**src/tbg_pkg.sv**
```systemverilog
package tbg_pkg;

  // Field and register widths
  localparam int BPM_W    = 10;
  localparam int SRC_W    = 2;
  localparam int TICK_W   = 10;
  localparam int PERIOD_W = 16;
  localparam int OUT_W    = 21;
  localparam int CFG_W    = 10;
  localparam int CFG_IDX_W = 1;

  // Default width of the beat timer and the carried offset
  localparam int TIMER_BITS_DEF = 20;

  // Tempo constants
  localparam logic [PERIOD_W-1:0] MS_PER_MINUTE = 16'd60000;
  localparam logic [BPM_W-1:0]    BPM_RESET     = 10'd120;
  localparam logic [PERIOD_W-1:0] PERIOD_RESET  = 16'd500;
  localparam int PERIOD_MIN = 60000 / ((1 << BPM_W) - 1);

  // Start offset: late once the truncated percentage left exceeds this
  localparam int PCT_SCALE    = 100;
  localparam int LATE_PERCENT = 25;
  localparam int CMP_W        = PERIOD_W + 7;

  // Lower bound of the time to the next beat
  localparam int TTN_FLOOR = -1048575;

  // Period divider: one quotient bit per step
  localparam int DIV_STEPS = PERIOD_W;
  localparam int DIV_CNT_W = $clog2(DIV_STEPS);

  // Beat source codes
  localparam logic [SRC_W-1:0] SRC_NONE = 2'd0;
  localparam logic [SRC_W-1:0] SRC_INT  = 2'd1;
  localparam logic [SRC_W-1:0] SRC_EXT  = 2'd2;

  // Request function codes
  localparam logic FUNC_TICK = 1'b0;
  localparam logic FUNC_BEAT = 1'b1;

  // Configuration register indexes
  localparam logic [CFG_IDX_W-1:0] CFG_IDX_BPM = 1'b0;
  localparam logic [CFG_IDX_W-1:0] CFG_IDX_SRC = 1'b1;

  // Controller to datapath commands
  typedef struct packed {
    logic take;
    logic div_start;
    logic div_run;
    logic add;
    logic fire;
    logic ttn;
    logic offs;
  } tbg_cmd_t;

  // Datapath to controller status
  typedef struct packed {
    logic bpm_chg;
    logic div_done;
  } tbg_sts_t;

endpackage

```
**src/tbg_ifs.sv**
```systemverilog
interface tbg_in_if;
  logic                        valid;
  logic                        ready;
  logic                        func;
  logic [tbg_pkg::TICK_W-1:0]  tick_ms;

  modport source (output valid, func, tick_ms, input ready);
  modport sink   (input valid, func, tick_ms, output ready);
endinterface

interface tbg_out_if;
  logic                                valid;
  logic                                ready;
  logic                                beat_now;
  logic                                beat_fired;
  logic signed [tbg_pkg::OUT_W-1:0]    time_to_next_ms;
  logic signed [tbg_pkg::OUT_W-1:0]    start_offset_ms;
  logic        [tbg_pkg::PERIOD_W-1:0] period_ms;

  modport source (output valid, beat_now, beat_fired, time_to_next_ms, start_offset_ms,
                  period_ms, input ready);
  modport sink   (input valid, beat_now, beat_fired, time_to_next_ms, start_offset_ms,
                  period_ms, output ready);
endinterface

```
**src/tbg_ctrl.sv**
```systemverilog
module tbg_ctrl (
  input  logic              clk,
  input  logic              rst_n,
  input  logic              in_valid,
  output logic              in_ready,
  output logic              out_valid,
  input  logic              out_ready,
  input  tbg_pkg::tbg_sts_t sts,
  output tbg_pkg::tbg_cmd_t cmd
);
  import tbg_pkg::*;

  localparam logic [2:0] ST_IDLE   = 3'd0;
  localparam logic [2:0] ST_DSTART = 3'd1;
  localparam logic [2:0] ST_DIV    = 3'd2;
  localparam logic [2:0] ST_ADD    = 3'd3;
  localparam logic [2:0] ST_FIRE   = 3'd4;
  localparam logic [2:0] ST_TTN    = 3'd5;
  localparam logic [2:0] ST_OFFS   = 3'd6;
  localparam logic [2:0] ST_SEND   = 3'd7;

  logic [2:0] state_r, state_nxt;
  logic       pend_r, pend_nxt;

  // Sequence one request or one period recompute
  always_comb begin
    state_nxt = state_r;
    pend_nxt  = pend_r | sts.bpm_chg;
    cmd       = '0;
    case (state_r)
      ST_IDLE: begin
        if (pend_r) begin
          state_nxt = ST_DSTART;
          pend_nxt  = sts.bpm_chg;
        end else if (in_valid) begin
          cmd.take  = 1'b1;
          state_nxt = ST_ADD;
        end
      end
      ST_DSTART: begin
        cmd.div_start = 1'b1;
        state_nxt     = ST_DIV;
      end
      ST_DIV: begin
        cmd.div_run = 1'b1;
        if (sts.div_done) state_nxt = ST_IDLE;
      end
      ST_ADD: begin
        cmd.add   = 1'b1;
        state_nxt = ST_FIRE;
      end
      ST_FIRE: begin
        cmd.fire  = 1'b1;
        state_nxt = ST_TTN;
      end
      ST_TTN: begin
        cmd.ttn   = 1'b1;
        state_nxt = ST_OFFS;
      end
      ST_OFFS: begin
        cmd.offs  = 1'b1;
        state_nxt = ST_SEND;
      end
      ST_SEND: begin
        if (out_ready) state_nxt = ST_IDLE;
      end
      default: begin
        state_nxt = ST_IDLE;
      end
    endcase
  end

  always_ff @(posedge clk) begin
    if (!rst_n) begin
      state_r <= ST_IDLE;
      pend_r  <= 1'b0;
    end else begin
      state_r <= state_nxt;
      pend_r  <= pend_nxt;
    end
  end

  assign in_ready  = (state_r == ST_IDLE) && !pend_r;
  assign out_valid = (state_r == ST_SEND);

  // One request in flight at a time
  a_one_in_flight: assert property (@(posedge clk) disable iff (!rst_n)
    !(in_ready && out_valid))
    else $error("request taken while a result waits");

  // Result is presented once the add, fire, time-to-next and offset states have run
  a_latency: assert property (@(posedge clk) disable iff (!rst_n)
    (in_valid && in_ready) |-> ##5 out_valid)
    else $error("result not presented on time");

endmodule

```
**src/tbg_dp.sv**
```systemverilog
module tbg_dp #(
  parameter int TIMER_BITS = tbg_pkg::TIMER_BITS_DEF
) (
  input  logic                               clk,
  input  logic                               rst_n,
  input  logic                               cfg_we,
  input  logic [tbg_pkg::CFG_IDX_W-1:0]      cfg_idx,
  input  logic [tbg_pkg::CFG_W-1:0]          cfg_wdata,
  input  logic                               in_func,
  input  logic [tbg_pkg::TICK_W-1:0]         in_tick_ms,
  input  tbg_pkg::tbg_cmd_t                  cmd,
  output tbg_pkg::tbg_sts_t                  sts,
  output logic                               out_beat_now,
  output logic                               out_beat_fired,
  output logic signed [tbg_pkg::OUT_W-1:0]   out_time_to_next_ms,
  output logic signed [tbg_pkg::OUT_W-1:0]   out_start_offset_ms,
  output logic [tbg_pkg::PERIOD_W-1:0]       out_period_ms
);
  import tbg_pkg::*;

  localparam logic [TIMER_BITS-1:0] TMAX = {TIMER_BITS{1'b1}};
  localparam int TTN_W = (TIMER_BITS + 2 > OUT_W + 1) ? TIMER_BITS + 2 : OUT_W + 1;
  localparam logic signed [TTN_W-1:0] FLOOR_W = TTN_W'(TTN_FLOOR);
  localparam logic [DIV_CNT_W-1:0] DIV_LAST = DIV_CNT_W'(DIV_STEPS - 1);

  // Configuration and beat state
  logic [BPM_W-1:0]      bpm_r;
  logic [SRC_W-1:0]      src_r;
  logic [PERIOD_W-1:0]   period_r, period_nxt;
  logic [TIMER_BITS-1:0] timer_r, timer_nxt;
  logic [TIMER_BITS-1:0] carry_r, carry_nxt;
  logic                  pending_r, pending_nxt;

  // Latched request and per-request flags
  logic                  func_r;
  logic [TICK_W-1:0]     tick_r;
  logic                  now_r, now_nxt;
  logic                  fired_r, fired_nxt;
  logic signed [OUT_W-1:0] ttn_r;

  // Period divider
  logic [BPM_W-1:0]      dvs_r;
  logic [BPM_W-1:0]      rem_r;
  logic [PERIOD_W-1:0]   dq_r;
  logic [DIV_CNT_W-1:0]  cnt_r;
  logic [BPM_W:0]        trial;
  logic                  trial_ge;
  logic [BPM_W:0]        trial_sub;

  logic bpm_chg, src_chg;
  logic [TIMER_BITS:0] sum_add, elapsed, over;
  logic                fire_hit;
  logic [TIMER_BITS-1:0] over_sat;
  logic [TTN_W-1:0]    ttn_diff;
  logic signed [TTN_W-1:0] ttn_full;
  logic [CMP_W-1:0]    pct_lhs, pct_rhs;
  logic                late;

  // Detect register writes that change a value
  assign bpm_chg = cfg_we && (cfg_idx == CFG_IDX_BPM) && (cfg_wdata[BPM_W-1:0] != bpm_r);
  assign src_chg = cfg_we && (cfg_idx == CFG_IDX_SRC) && (cfg_wdata[SRC_W-1:0] != src_r);

  always_ff @(posedge clk) begin
    if (!rst_n) begin
      bpm_r <= BPM_RESET;
      src_r <= SRC_NONE;
    end else begin
      if (bpm_chg) bpm_r <= cfg_wdata[BPM_W-1:0];
      if (src_chg) src_r <= cfg_wdata[SRC_W-1:0];
    end
  end

  // Restoring divide of one minute by bpm, one quotient bit per step
  assign trial     = {rem_r, dq_r[PERIOD_W-1]};
  assign trial_ge  = trial >= {1'b0, dvs_r};
  assign trial_sub = trial - {1'b0, dvs_r};

  always_ff @(posedge clk) begin
    if (cmd.div_start) begin
      dvs_r <= (bpm_r == '0) ? BPM_W'(1) : bpm_r;
      rem_r <= '0;
      dq_r  <= MS_PER_MINUTE;
      cnt_r <= '0;
    end else if (cmd.div_run) begin
      rem_r <= trial_ge ? trial_sub[BPM_W-1:0] : trial[BPM_W-1:0];
      dq_r  <= {dq_r[PERIOD_W-2:0], trial_ge};
      cnt_r <= cnt_r + DIV_CNT_W'(1);
    end
  end

  assign sts.div_done = (cnt_r == DIV_LAST);
  assign sts.bpm_chg  = bpm_chg;

  always_comb begin
    period_nxt = period_r;
    if (cmd.div_run && (cnt_r == DIV_LAST)) period_nxt = {dq_r[PERIOD_W-2:0], trial_ge};
  end

  // Latch the request
  always_ff @(posedge clk) begin
    if (cmd.take) begin
      func_r <= in_func;
      tick_r <= in_tick_ms;
    end
  end

  // Advance the timer, check the beat, carry the overshoot
  assign sum_add  = {1'b0, timer_r} + (TIMER_BITS+1)'(tick_r);
  assign elapsed  = {1'b0, timer_r} + {1'b0, carry_r};
  assign fire_hit = (src_r == SRC_INT) && (elapsed >= (TIMER_BITS+1)'(period_r));
  assign over     = elapsed - (TIMER_BITS+1)'(period_r);
  assign over_sat = over[TIMER_BITS] ? TMAX : over[TIMER_BITS-1:0];

  always_comb begin
    timer_nxt   = timer_r;
    carry_nxt   = carry_r;
    pending_nxt = pending_r;
    now_nxt     = now_r;
    fired_nxt   = fired_r;
    if (bpm_chg || src_chg) begin
      timer_nxt = '0;
    end else if (cmd.add) begin
      if (func_r == FUNC_TICK) timer_nxt = sum_add[TIMER_BITS] ? TMAX : sum_add[TIMER_BITS-1:0];
    end else if (cmd.fire) begin
      fired_nxt = 1'b0;
      if (func_r == FUNC_BEAT) begin
        pending_nxt = 1'b1;
        now_nxt     = 1'b0;
      end else begin
        pending_nxt = 1'b0;
        if (fire_hit) begin
          carry_nxt = over_sat;
          timer_nxt = '0;
          fired_nxt = 1'b1;
          now_nxt   = 1'b1;
        end else if (src_r == SRC_INT || src_r == SRC_EXT) begin
          now_nxt = pending_r;
        end else begin
          now_nxt = 1'b0;
        end
      end
    end
  end

  always_ff @(posedge clk) begin
    if (!rst_n) begin
      period_r  <= PERIOD_RESET;
      timer_r   <= '0;
      carry_r   <= '0;
      pending_r <= 1'b0;
    end else begin
      period_r  <= period_nxt;
      timer_r   <= timer_nxt;
      carry_r   <= carry_nxt;
      pending_r <= pending_nxt;
    end
  end

  always_ff @(posedge clk) begin
    now_r   <= now_nxt;
    fired_r <= fired_nxt;
  end

  // Time to next beat, floored
  assign ttn_diff = TTN_W'(period_r) - TTN_W'(timer_r);
  assign ttn_full = signed'(ttn_diff);

  always_ff @(posedge clk) begin
    if (cmd.ttn) ttn_r <= (ttn_full < FLOOR_W) ? FLOOR_W[OUT_W-1:0] : ttn_full[OUT_W-1:0];
  end

  // Late once the whole percentage left is above the threshold
  assign pct_lhs = CMP_W'(ttn_r[PERIOD_W-1:0]) * CMP_W'(PCT_SCALE);
  assign pct_rhs = CMP_W'(period_r) * CMP_W'(LATE_PERCENT + 1);
  assign late    = !ttn_r[OUT_W-1] && (pct_lhs >= pct_rhs);

  // Load the result
  always_ff @(posedge clk) begin
    if (!rst_n) begin
      out_beat_now   <= 1'b0;
      out_beat_fired <= 1'b0;
    end else if (cmd.offs) begin
      out_beat_now   <= now_r;
      out_beat_fired <= fired_r;
    end
  end

  always_ff @(posedge clk) begin
    if (cmd.offs) begin
      out_time_to_next_ms <= ttn_r;
      out_start_offset_ms <= late ? -ttn_r : ttn_r;
      out_period_ms       <= period_r;
    end
  end

  a_period_range: assert property (@(posedge clk) disable iff (!rst_n)
    period_r >= PERIOD_W'(PERIOD_MIN))
    else $error("beat period below the fastest tempo");

  a_fired_is_beat: assert property (@(posedge clk) disable iff (!rst_n)
    out_beat_fired |-> out_beat_now)
    else $error("fired beat not reported as active");

  a_fire_restarts: assert property (@(posedge clk) disable iff (!rst_n)
    (cmd.fire && (func_r == FUNC_TICK) && fire_hit) |=> (timer_r == '0))
    else $error("timer not restarted after a beat");

endmodule

```
**src/tempo_beat_generator_top.sv**
```systemverilog
// A result is presented once the controller has walked the add, fire,
// time-to-next and offset steps for its request. A new request is taken
// only after the result side has taken the last result.
// A tempo change recomputes the period in a bit-serial divider,
// during which no request is taken. Reset (synchronous, rst_n low) restores
// 120 bpm, source none, period 500 ms, timer, carry and pending beat cleared.
module tempo_beat_generator_top #(
  parameter int TIMER_BITS = tbg_pkg::TIMER_BITS_DEF
) (
  input  logic                          clk,
  input  logic                          rst_n,
  tbg_in_if.sink                        in_ch,
  tbg_out_if.source                     out_ch,
  input  logic                          cfg_we,
  input  logic [tbg_pkg::CFG_IDX_W-1:0] cfg_idx,
  input  logic [tbg_pkg::CFG_W-1:0]     cfg_wdata
);
  import tbg_pkg::*;

  tbg_cmd_t cmd;
  tbg_sts_t sts;

  tbg_ctrl u_ctrl (
    .clk       (clk),
    .rst_n     (rst_n),
    .in_valid  (in_ch.valid),
    .in_ready  (in_ch.ready),
    .out_valid (out_ch.valid),
    .out_ready (out_ch.ready),
    .sts       (sts),
    .cmd       (cmd)
  );

  tbg_dp #(
    .TIMER_BITS (TIMER_BITS)
  ) u_dp (
    .clk                 (clk),
    .rst_n               (rst_n),
    .cfg_we              (cfg_we),
    .cfg_idx             (cfg_idx),
    .cfg_wdata           (cfg_wdata),
    .in_func             (in_ch.func),
    .in_tick_ms          (in_ch.tick_ms),
    .cmd                 (cmd),
    .sts                 (sts),
    .out_beat_now        (out_ch.beat_now),
    .out_beat_fired      (out_ch.beat_fired),
    .out_time_to_next_ms (out_ch.time_to_next_ms),
    .out_start_offset_ms (out_ch.start_offset_ms),
    .out_period_ms       (out_ch.period_ms)
  );

endmodule

```
**src/flat_wrapper.sv**
```systemverilog
// flat-port wrapper written by rule: the top's interface ports become plain ports
module tempo_beat_generator_top_flat import tbg_pkg::*;
#(
  parameter int TIMER_BITS = tbg_pkg::TIMER_BITS_DEF
)
  (clk, rst_n, cfg_we, cfg_idx, cfg_wdata, in_ch_valid, in_ch_func, in_ch_tick_ms, in_ch_ready, out_ch_valid, out_ch_beat_now, out_ch_beat_fired, out_ch_time_to_next_ms, out_ch_start_offset_ms, out_ch_period_ms, out_ch_ready);
  tbg_in_if in_ch_i ();
  tbg_out_if out_ch_i ();
  input  logic clk;
  input  logic rst_n;
  input  logic cfg_we;
  input  logic [tbg_pkg::CFG_IDX_W-1:0] cfg_idx;
  input  logic [tbg_pkg::CFG_W-1:0] cfg_wdata;
  input wire logic [$bits(in_ch_i.valid)-1:0] in_ch_valid;
  input wire logic [$bits(in_ch_i.func)-1:0] in_ch_func;
  input wire logic [$bits(in_ch_i.tick_ms)-1:0] in_ch_tick_ms;
  output wire logic [$bits(in_ch_i.ready)-1:0] in_ch_ready;
  output wire logic [$bits(out_ch_i.valid)-1:0] out_ch_valid;
  output wire logic [$bits(out_ch_i.beat_now)-1:0] out_ch_beat_now;
  output wire logic [$bits(out_ch_i.beat_fired)-1:0] out_ch_beat_fired;
  output wire logic [$bits(out_ch_i.time_to_next_ms)-1:0] out_ch_time_to_next_ms;
  output wire logic [$bits(out_ch_i.start_offset_ms)-1:0] out_ch_start_offset_ms;
  output wire logic [$bits(out_ch_i.period_ms)-1:0] out_ch_period_ms;
  input wire logic [$bits(out_ch_i.ready)-1:0] out_ch_ready;
  assign in_ch_i.valid = in_ch_valid;
  assign in_ch_i.func = in_ch_func;
  assign in_ch_i.tick_ms = in_ch_tick_ms;
  assign in_ch_ready = in_ch_i.ready;
  assign out_ch_valid = out_ch_i.valid;
  assign out_ch_beat_now = out_ch_i.beat_now;
  assign out_ch_beat_fired = out_ch_i.beat_fired;
  assign out_ch_time_to_next_ms = out_ch_i.time_to_next_ms;
  assign out_ch_start_offset_ms = out_ch_i.start_offset_ms;
  assign out_ch_period_ms = out_ch_i.period_ms;
  assign out_ch_i.ready = out_ch_ready;
  tempo_beat_generator_top #(.TIMER_BITS(TIMER_BITS)) u_core (.clk(clk), .rst_n(rst_n), .in_ch(in_ch_i), .out_ch(out_ch_i), .cfg_we(cfg_we), .cfg_idx(cfg_idx), .cfg_wdata(cfg_wdata));
endmodule
```
**config.mk**
```make
export PLATFORM = sky130hd
export DESIGN_NAME = tempo_beat_generator_top_flat
export DESIGN_NICKNAME = d
export VERILOG_FILES = /design/src/tbg_pkg.sv /design/src/tbg_ifs.sv /design/src/tbg_ctrl.sv /design/src/tbg_dp.sv /design/src/tempo_beat_generator_top.sv /design/src/flat_wrapper.sv
export SDC_FILE = /design/constraint.sdc
export NUM_CORES = 1
export LEC_CHECK = 0
export ABC_AREA = 1
export BUFFER_PORTS_ARGS = -buffer_cell sky130_fd_sc_hd__buf_2
export CELL_PAD_IN_SITES_DETAIL_PLACEMENT = 0
export CELL_PAD_IN_SITES_GLOBAL_PLACEMENT = 1
export CORE_AREA = 2 2 186 188
export CTS_CLUSTER_SIZE = 8
export DETAILED_ROUTE_END_ITERATION = 10
export DIE_AREA = 0 0 188 190
export PLACE_DENSITY = 0.86
export SLEW_MARGIN = 25
export SYNTH_ARGS = -nofsm -noshare
export SYNTH_HDL_FRONTEND = slang
export SYNTH_SLANG_ARGS = --single-unit
```
**constraint.sdc**
```tcl
create_clock -name clk -period 6.05 [get_ports clk]
set_input_delay 0.3025 -clock clk [delete_from_list [all_inputs] [get_ports clk]]
set_output_delay 0.3025 -clock clk [all_outputs]
set_load 0.1 [all_outputs]
```
# --- Word-level counts from Yosys, hierarchy flattened ---
# Cells that the tools add are included.
totals:
  out_inout_bits: 62
  inputBits: 27
  register_bits: 207
classes:
  n_reduce_logical: 21
  n_lt_le_gt_ge: 4
  bitwise: 6
  n_mul: 2
  n_mux: 29
  n_addsub: 7
  eq_ne: 17
op_table:
  columns: ["cell", "count"]
  rows:
  - ["$mux 20", 7]
  - ["$pmux 3 s8", 1]
  - ["$ge 23x21->1", 1]
  - ["$add 20x10->21", 1]
  - ["$add 20x20->21", 1]
  - ["$ge 21x16->1", 1]
  - ["$lt 21x21->1 const B", 1]
  - ["$mul 16x5->21 const B", 1]
  - ["$mux 21", 1]
  - ["$neg 21->21", 1]
  - ["$sub 16x20->21", 1]
  - ["$sub 21x16->21", 1]
  - ["$mul 16x4->20 const B", 1]
  - ["$mux 1", 15]
  - ["$eq 3x3->1 const B", 4]
  - ["$mux 3", 4]
  - ["$ge 11x10->1", 1]
  - ["$logic_not 10->1", 1]
  - ["$mux 10", 1]
  - ["$ne 10x10->1", 1]
  - ["$sub 10x10->10", 1]
  - ["$logic_and 1x1->1", 8]
  - ["$eq 3x2->1 const B", 2]
  - ["$reduce_and 3->1", 2]
  - ["other kinds (18)", 27]

# --- Logic depth before layout (Yosys ltp) ---
# Gate-level depths: netlist of run 1.
depth:
  word_depth: 7
  depth_mapped: 29

# --- Hierarchy ---
# Synthesis of run 1 repeated with hierarchy kept, for this count alone.
unflattened:
  hier_cells: 2034
  hier_area_um2: 15686.3
modules_own_cells:
  columns: ["mod", "n_inst", "seq_area_each_um2", "area_per_inst_um2", "cells_each"]
  rows:
  - ["tbg_dp", 1, 5054.8, 15397.3, 1985]
  - ["tbg_ctrl", 1, 80.1, 289.0, 49]

# --- Worst setup path before layout of run 1 ---
# No wires, ideal clock.
synth_timing:
  path_kind: "register to register"
  startpoint: "register u_core.u_dp.ttn_r[3]"
  endpoint: "register u_core.u_dp.out_start_offset_ms[20] in the netlist's numbering (data pin)"
  period_less_slack_ns: 4.527
  setup_time_ns: 0.256
  t_required_ns: 5.794
  path_stages_with_launch: 26
  setup_slack_ns: 1.523
  t_arrival_ns: 4.271
  path_buffers: 1
  path_cell_list: "edfxtp_1 inv_1 ha_1 ha_1 inv_1 fa_1 inv_1 ha_1 a21o_1 a31oi_1 inv_1 a21oi_1 o21ai_0 xor2_1 ha_1 a21oi_1 nor2_1 a211oi_1 nand3_1 nand2_1 nand2_1 nand3_1 nand4_1 buf_2 a21oi_1 nand2_1"
synth_via:
  elab_chain_cells: 4
synth_rtl:
  columns: ["item", "line_no", "text"]
  rows:
  - ["start: declaration", "tbg_dp.sv:39", "logic signed [OUT_W-1:0] ttn_r;"]
  - ["start signal: assignment", "tbg_dp.sv:169", "if (cmd.ttn) ttn_r <= (ttn_full < FLOOR_W) ? FLOOR_W[OUT_W-1:0] : ttn_full[OUT_W-1:0];"]
  - ["$mul 16x5->21", "tbg_dp.sv:173", "assign pct_lhs = CMP_W'(ttn_r[PERIOD_W-1:0]) * CMP_W'(PCT_SCALE);"]
  - ["$ge 23x21->1", "tbg_dp.sv:175", "assign late = !ttn_r[OUT_W-1] && (pct_lhs >= pct_rhs);"]
  - ["$logic_and 1x1->1", "tbg_dp.sv:175", null]
  - ["$mux 21 (*)", "tbg_dp.sv:191", "out_start_offset_ms <= late ? -ttn_r : ttn_r;"]
  - ["end signal: assignment", "tbg_dp.sv:191", null]
  - ["end: declaration", "tbg_dp.sv:16", "output logic signed [tbg_pkg::OUT_W-1:0] out_start_offset_ms,"]
# Every way passes the cells marked *; elsewhere a longest branch is shown, timed or not.
# A chain may end at the register's enable or synchronous reset.

# --- Worst setup path after layout of run 1 ---
layout_timing:
  startpoint: "register u_core.u_dp.ttn_r[3]"
  endpoint: "register u_core.u_dp.out_start_offset_ms[8] in the netlist's numbering (data pin)"
# The elaborated chain is that of the path after synthesis.

==> results of run 1 <==
[state kept, by name (all words and copies together) (netlist names)]
register and count:
u_core.u_ctrl.pend_r 1, u_core.u_dp.out_beat_now 1, u_core.u_dp.func_r 1, u_core.u_dp.now_r 1, u_core.u_dp.out_start_offset_ms 20, u_core.u_dp.dq_r 16
u_core.u_dp.period_r 16, u_core.u_dp.cnt_r 4, u_core.u_dp.out_beat_fired 1, u_core.u_dp.tick_r 10, u_core.u_dp.ttn_r 21, u_core.u_dp.timer_r 20
u_core.u_dp.src_r 2, u_core.u_dp.dvs_r 10, u_core.u_dp.pending_r 1, u_core.u_dp.fired_r 1, u_core.u_dp.carry_r 20, u_core.u_dp.rem_r 10
u_core.u_ctrl.state_r 3, u_core.u_dp.bpm_r 10, u_core.u_dp.out_period_ms 16, u_core.u_dp.out_time_to_next_ms 21
[per-stage QoR]
stage / setup WS (ns) / cells
global route: 0.230 / 2587
finish: 0.636 / 2587
CTS: 0.661 / 2586
floorplan: 1.52 / 2013
global placement: 0.780 / 2518
detailed placement: 0.695 / 2518
[per-layer routing]
layer / GRT usage (%) / share of wire (%) / vias to the layer above
met1: 28.8 / 46 / 6077
met2: 38.8 / 47 / 305
met4: 5.69 / 2.6 / 0
met3: 2.25 / 4.1 / 57
met5: 0 / 0 / -
li1: - / - / 6786
[layout make-up]
class	count	area, um^2	share of cell area, %
Tap cell	455	569	3.24
Inverter	333	1250	7.11
Multi-Input combinational cell	1429	9120	51.9
Clock inverter	1	6.26	0.0356
Sequential cell	206	5130	29.2
Timing Repair Buffer	109	634	3.61
Clock buffer	54	862	4.91
[kinds of logic after synthesis]
logic type	share of synthesized area, %
and+or+nand+nor	20.4
buffers and inverters	9.26
AOI/OAI and AO/OA	11.7
adders and majority gates	19.4
DFF	32.8
xor gates and xnor gates	6.43
[worst max-delay path: stages (launching register included)]
cell      delay [ns]
edfxtp_1        0.46
inv_1           0.12
ha_1            0.31
ha_1            0.28
inv_1           0.05
fa_1            0.51
inv_1           0.04
ha_1            0.35
a21o_1          0.20
a31oi_1         0.28
inv_1           0.08
a21oi_1         0.12
o21ai_0         0.10
xor2_1          0.16
ha_1            0.31
a21oi_1         0.16
nor2_1          0.05
a211oi_1        0.17
nand3_1         0.10
nand2_1         0.06
nand2_1         0.05
nand3_1         0.07
nand4_1         0.37
nand2_1         0.58
o21ai_0         0.15
[worst paths after layout]
| path | startpoint | endpoint | depth (start not counted) |
|---|---|---|---|
| worst max-delay path | u_core.u_dp.ttn_r[3] | u_core.u_dp.out_start_offset_ms[8] | 24 |
| worst min register to register | u_core.u_dp.bpm_r[4] | u_core.u_dp.dvs_r[4] | 0 |
| worst max register to register | u_core.u_dp.ttn_r[3] | u_core.u_dp.out_start_offset_ms[8] | 24 |
| worst min-delay path | cfg_wdata[4] | u_core.u_dp.bpm_r[4] | 3 |
[cells in the mapped netlist (4+ instances only)]
cell / count / area (um^2)
fa_1: 29 / 581
ha_1: 197 / 2460
xnor2_1: 37 / 324
a21oi_1: 152 / 761
a31oi_1: 10 / 62.6
nand2_1: 428 / 1610
nand3_1: 80 / 400
nor2_2: 4 / 25.0
dfxtp_1: 105 / 2100
xor2_1: 78 / 683
clkbuf_1: 30 / 113
o21a_1: 6 / 45.0
o21bai_1: 11 / 82.6
and2_1: 4 / 25.0
nor2_1: 162 / 608
or2_2: 4 / 25.0
buf_2: 11 / 55.1
o211ai_1: 17 / 128
inv_2: 4 / 15.0
a22oi_1: 5 / 37.5
nor3_1: 27 / 135
inv_1: 327 / 1230
nor4_1: 7 / 43.8
o21ai_0: 93 / 465
o31ai_1: 4 / 30.0
o22ai_1: 5 / 31.3
a211oi_1: 4 / 30.0
o21ai_1: 4 / 20.0
nand4_1: 26 / 163
a21o_1: 8 / 60.1
edfxtp_1: 101 / 3030
[power breakdown]
group / switching, W / total [W] / internal [W]
sequential: 0.000120 / 0.00179 / 0.00167
clock: 0.000599 / 0.00154 / 0.000945
combinational: 0.00111 / 0.00166 / 0.000543
total: 0.00183 / 0.00499 / 0.00316
==> flow_metrics.env, run 1 <==
export IMPL_cts_made_buffers=30
export IMPL_synth_top_flop_cell="dfxtp_1"
export IMPL_drt_first_iter_violations=762
export IMPL_postCtsSetupRepairBufs=0
export IMPL_endpoint_kind="flip-flop"
export IMPL_clock_sinks=206
export IMPL_area_growth_pct=12.2
export IMPL_holdBufCountCts=13
export IMPL_grt_overflow=0
export IMPL_routedWlPerCell_um=15.1
export IMPL_finalSetupTns_ns=0
export IMPL_gp_routability_congestion=0.914
export IMPL_grt_pass1_wl_um=63800
export IMPL_yosys_register_bits=206
export IMPL_fp_dieW_um=188
export IMPL_slew_viol_final=0
export IMPL_synthArstFlopShare_pct=0
export IMPL_drc=0
export IMPL_powerDensity_mw_per_mm2=284
export IMPL_pin_count=89
export IMPL_fp_dieArea_mm2=0.0357
export IMPL_hold_viol=0
export IMPL_cts_root_buf="clkbuf_16"
export IMPL_finalPower_w=0.00499
export IMPL_dpl_cell_area_mm2=0.0166
export IMPL_final_common_cell="nand2_1"
export IMPL_hp_class="in -> reg"
export IMPL_status="finished, final reports clean"
export IMPL_relSlewSlack_pct=35.8
export IMPL_cts_max_path_buffers=3
export IMPL_mappedNetlistArea_mm2=0.0157
export IMPL_cap_violations=0
export IMPL_synth_edff_count=101
export IMPL_fp_coreArea_mm2=0.0339
export IMPL_start_util_pct=46.2
export IMPL_cp_max_fo=15
export IMPL_n_fill_cell=3253
export IMPL_crit_path_start_kind="flip-flop"
export IMPL_portBuffers=88
export IMPL_final_area_mm2=0.0176
export IMPL_path_class="reg -> reg"
export IMPL_rows=68
export IMPL_nets=2362
export IMPL_final_cell_mix="nand2_1 (428), inv_1 (327), ha_1 (197), nor2_1 (157), a21oi_1 (152)"
export IMPL_htreeDepth=1
export IMPL_clk_pin_slew_ns=0.05
export IMPL_drt_pre_antenna_iters=5
export IMPL_grt_max_degree=56
export IMPL_ir_drop_uv=274
export IMPL_worstPathRequired_ns=6.31
export IMPL_layout_min_cycle_time_ns=5.41
export IMPL_gr_usage_all_layers_pct=22.0
export IMPL_ys_types=51
export IMPL_netlist_instances=2013
export IMPL_ant_nets=0
export IMPL_synth_nets=2266
export IMPL_ys_seq_area_share_pct=32.8
export IMPL_r2r_setup_slack_ns=0.64
export IMPL_p_leak_nw=8.68
export IMPL_viasPerCell=5.11
export IMPL_rsz0062_at_grt="false"
export IMPL_max_freq_ghz=0.185
export IMPL_dp_hpwl_um=30900
export IMPL_grt_pass1_vias=12800
export IMPL_cts_tree="done"
export IMPL_hold_worst_slack_ns=0.0190
export IMPL_vias=13200
export IMPL_final_util_pct=51.8
export IMPL_fin_skew_ns=0.0196
export IMPL_antenna_found_initial=0
export IMPL_n_antenna_cell=0
export IMPL_tightest_slew_ns=0.959
export IMPL_fin_crit_sh_pct=89.5
export IMPL_drive_gt1_share_pct=7.41
export IMPL_setup_viol=0
export IMPL_ys_warn_count=0
export IMPL_die_h_um=190
export IMPL_cts_resized=0
export IMPL_avgSynthCellArea_um2=7.78
export IMPL_worstSkewPairLatency_ns=0.55
export IMPL_finalWirelength_um=39000
export IMPL_cp_arrival_ns=5.68
Power figures use the tool's default switching activity.
==> run 2, diff against run 1 <==
--- a/config.mk
+++ b/config.mk
@@ -6,7 +6,7 @@
 export NUM_CORES = 1
 export LEC_CHECK = 0
 export ABC_AREA = 1
-export BUFFER_PORTS_ARGS = -buffer_cell sky130_fd_sc_hd__buf_2
+export BUFFER_PORTS_ARGS = -buffer_cell sky130_fd_sc_hd__clkbuf_2
 export CELL_PAD_IN_SITES_DETAIL_PLACEMENT = 0
 export CELL_PAD_IN_SITES_GLOBAL_PLACEMENT = 1
 export CORE_AREA = 2 2 186 188
==> run 2 against run 1 <==
Utilization up 0.14 points; flip-flop and latch count unchanged; first-iteration DRC count up 2.6%; register-to-register slack worse by 0.04 ns; power up 0.55%; worst setup slack worse by 0.040 ns; global-route usage about the same; fmax down 0.73%; via count up 0.25%; largest cell class unchanged.
==> flow_metrics.env, run 2 (synthesis gave the netlist of run 1 again) <==
export IMPL_status="finished, final reports clean"
export IMPL_pin_count=89
export IMPL_p_leak_nw=8.73
export IMPL_whs_endpoint="u_core.u_ctrl.state_r[1]"
export IMPL_r2r_end="u_core.u_dp.out_start_offset_ms[2]"
export IMPL_postCtsSetupRepairBufs=0
export IMPL_final_cell_mix="nand2_1 (428), inv_1 (327), ha_1 (197), nor2_1 (158), a21oi_1 (152)"
export IMPL_grt_max_degree=56
export IMPL_drt_pre_antenna_iters=5
export IMPL_vias=13300
export IMPL_ff_latch_area_mm2=0.00513
export IMPL_min_path_cells=3
export IMPL_cap_violations=0
export IMPL_start_util_pct=46.2
export IMPL_powerDensity_mw_per_mm2=285
export IMPL_grt_pass1_wl_um=63600
export IMPL_path_cells="inv_1 -> ha_1 -> ha_1 -> inv_1 -> fa_1 -> inv_1 -> ha_1 -> a21o_1 -> a31oi_1 -> inv_1 -> a21oi_1 -> o21ai_0 -> xor2_1 -> ha_1 -> a21oi_1 -> nor2_1 -> a211oi_1 -> nand3_1 -> nand2_1 -> nand2_1 -> nand3_1 -> nand4_1 -> nand2_1 -> o21ai_0"
export IMPL_final_util_pct=51.9
export IMPL_clock_sinks=206
export IMPL_area_growth_pct=12.5
export IMPL_final_cell_count_no_fill=2591
export IMPL_cp_arrival_ns=5.74
export IMPL_dp_cells=2521
export IMPL_switchingPower_w=0.00185
export IMPL_die_h_um=190
export IMPL_cts_max_path_buffers=3
export IMPL_r2r_setup_slack_ns=0.60
export IMPL_hp_class="in -> reg"
export IMPL_final_common_cell="nand2_1"
export IMPL_reg_top3="u_core.u_dp.out_time_to_next_ms: 21 flops, u_core.u_dp.ttn_r: 21 flops"
export IMPL_fp_dieArea_mm2=0.0357
export IMPL_portBuffers=88
export IMPL_viasPerCell=5.12
export IMPL_p_sw_share_pct=36.9
export IMPL_antenna_found_initial=0
export IMPL_relSlewSlack_pct=31.3
export IMPL_grt_overflow=0
export IMPL_path_class="reg -> reg"
export IMPL_gr_usage_all_layers_pct=22.0
export IMPL_grt_pass1_vias=12700
export IMPL_cts_tree="done"
export IMPL_routedWlPerCell_um=15.1
export IMPL_share_seq_of_total_power_pct=35.7
export IMPL_fin_crit_sh_pct=90.1
export IMPL_htreeDepth=1
export IMPL_cts_made_buffers=30
export IMPL_p_int_w=0.00317
export IMPL_cp_max_fo=15
export IMPL_combinationalPowerShare_pct=33.1
export IMPL_nets=2367
export IMPL_endpoint_kind="flip-flop"
export IMPL_reg2reg_depth=24
export IMPL_ant_nets=0
export IMPL_cts_root_buf="clkbuf_16"
export IMPL_rsz0062_at_grt="false"
export IMPL_worstPathRequired_ns=6.33
export IMPL_layout_min_cycle_time_ns=5.45
export IMPL_setup_viol=0
export IMPL_n_antenna_cell=0
export IMPL_finalPower_w=0.00502
export IMPL_worst_path_max_delay_cell="nand2_1"
export IMPL_fin_skew_ns=0.0176
export IMPL_drive_gt1_share_pct=7.49
export IMPL_rows=68
export IMPL_r2r_start="u_core.u_dp.ttn_r[3]"
export IMPL_hold_viol=0
export IMPL_worstSkewPairLatency_ns=0.56
export IMPL_drt_first_iter_violations=782
export IMPL_n_fill_cell=3293
export IMPL_max_freq_ghz=0.183
export IMPL_multiInputGateArea_mm2=0.00911
export IMPL_finalWirelength_um=39100
export IMPL_hold_path_startpoint="in_ch_valid"
export IMPL_p_clk_share_pct=31.2
export IMPL_drc=0
export IMPL_crit_path_start_kind="flip-flop"
export IMPL_final_area_mm2=0.0176
export IMPL_dp_hpwl_um=31000
export IMPL_gp_routability_congestion=0.907
export IMPL_dpl_cell_area_mm2=0.0166
export IMPL_clk_pin_slew_ns=0.05
export IMPL_fp_coreArea_mm2=0.0339
export IMPL_tightest_slew_ns=1.03
export IMPL_slew_viol_final=0
export IMPL_finalSetupTns_ns=0
export IMPL_fp_dieW_um=188
export IMPL_ir_drop_uv=335
export IMPL_crit_path_max_incr_delay_ns=0.59
## run 2: power by group through the flow
| stage | clock network (W) | logic [W] | registers, W |
|---|---|---|---|
| 5_1_grt | 0.00165 | 0.00190 | 0.00181 |
| 4_1_cts | 0.00160 | 0.00166 | 0.00179 |
| 6_report | 0.00157 | 0.00166 | 0.00179 |
| 3_3_place_gp | 0 | 0.00162 | 0.00181 |
| 2_1_floorplan | 0 | 0.00120 | 0.00189 |
| 3_5_place_dp | 0 | 0.00165 | 0.00182 |
## run 2: routing by layer
metal | vias to the layer above | wire, um | global-route usage [%]
li1 | 6798 | - | -
met1 | 6058 | 17600 | 28.5
met2 | 326 | 18100 | 37.8
met5 | - | 0 | 0
met3 | 76 | 2040 | 2.58
met4 | 0 | 1500 | 8.12
## run 2: repair_timing
action                     CTS  global route
hold endpoints to repair    16             0
hold buffers                16             0
setup endpoints to repair    0             0
gates resized for setup      0             0
## run 2: worst max path at each step
stage	start	to	slack, ns	cells after the start
after floorplan	u_core.u_dp.ttn_r[3]	u_core.u_dp.out_start_offset_ms[20]	1.52	25
after global placement	u_core.u_dp.ttn_r[3]	u_core.u_dp.out_start_offset_ms[2]	0.75	24
after detailed placement	u_core.u_dp.ttn_r[3]	u_core.u_dp.out_start_offset_ms[2]	0.69	24
after CTS	u_core.u_dp.ttn_r[3]	u_core.u_dp.out_start_offset_ms[2]	0.67	24
after global routing	u_core.u_dp.ttn_r[3]	u_core.u_dp.out_start_offset_ms[8]	0.27	24
final	u_core.u_dp.ttn_r[3]	u_core.u_dp.out_start_offset_ms[2]	0.60	24
## run 2: metrics by stage
stage	setup slack [ns]	hold slack, ns
final	0.596	0.0403
after global routing	0.269	0.0667
after CTS	0.670	0.0158
after detailed placement	0.688	0.417
after global placement	0.750	0.417
after floorplan	1.52	0.401
## run 2: cell type report
type	count	area share, %
multi-input combinational	1429	51.7
sequential	206	29.1
inverter	333	7.09
clock buffer	53	4.93
timing repair buffer	114	3.83
tap	455	3.23
clock inverter	1	0.0497
## run 2: worst max-delay path, delay by kind of cell (launching register included)
kind                     cells  cell delay, ns
buffers and inverters        4            0.29
AO/OA/AOI/OAI                7            1.16
XOR/XNOR                     1            0.16
adder cells (fa/ha/maj)      5            1.76
flip-flops                   1            0.46
AND/OR/NAND/NOR              7            1.33
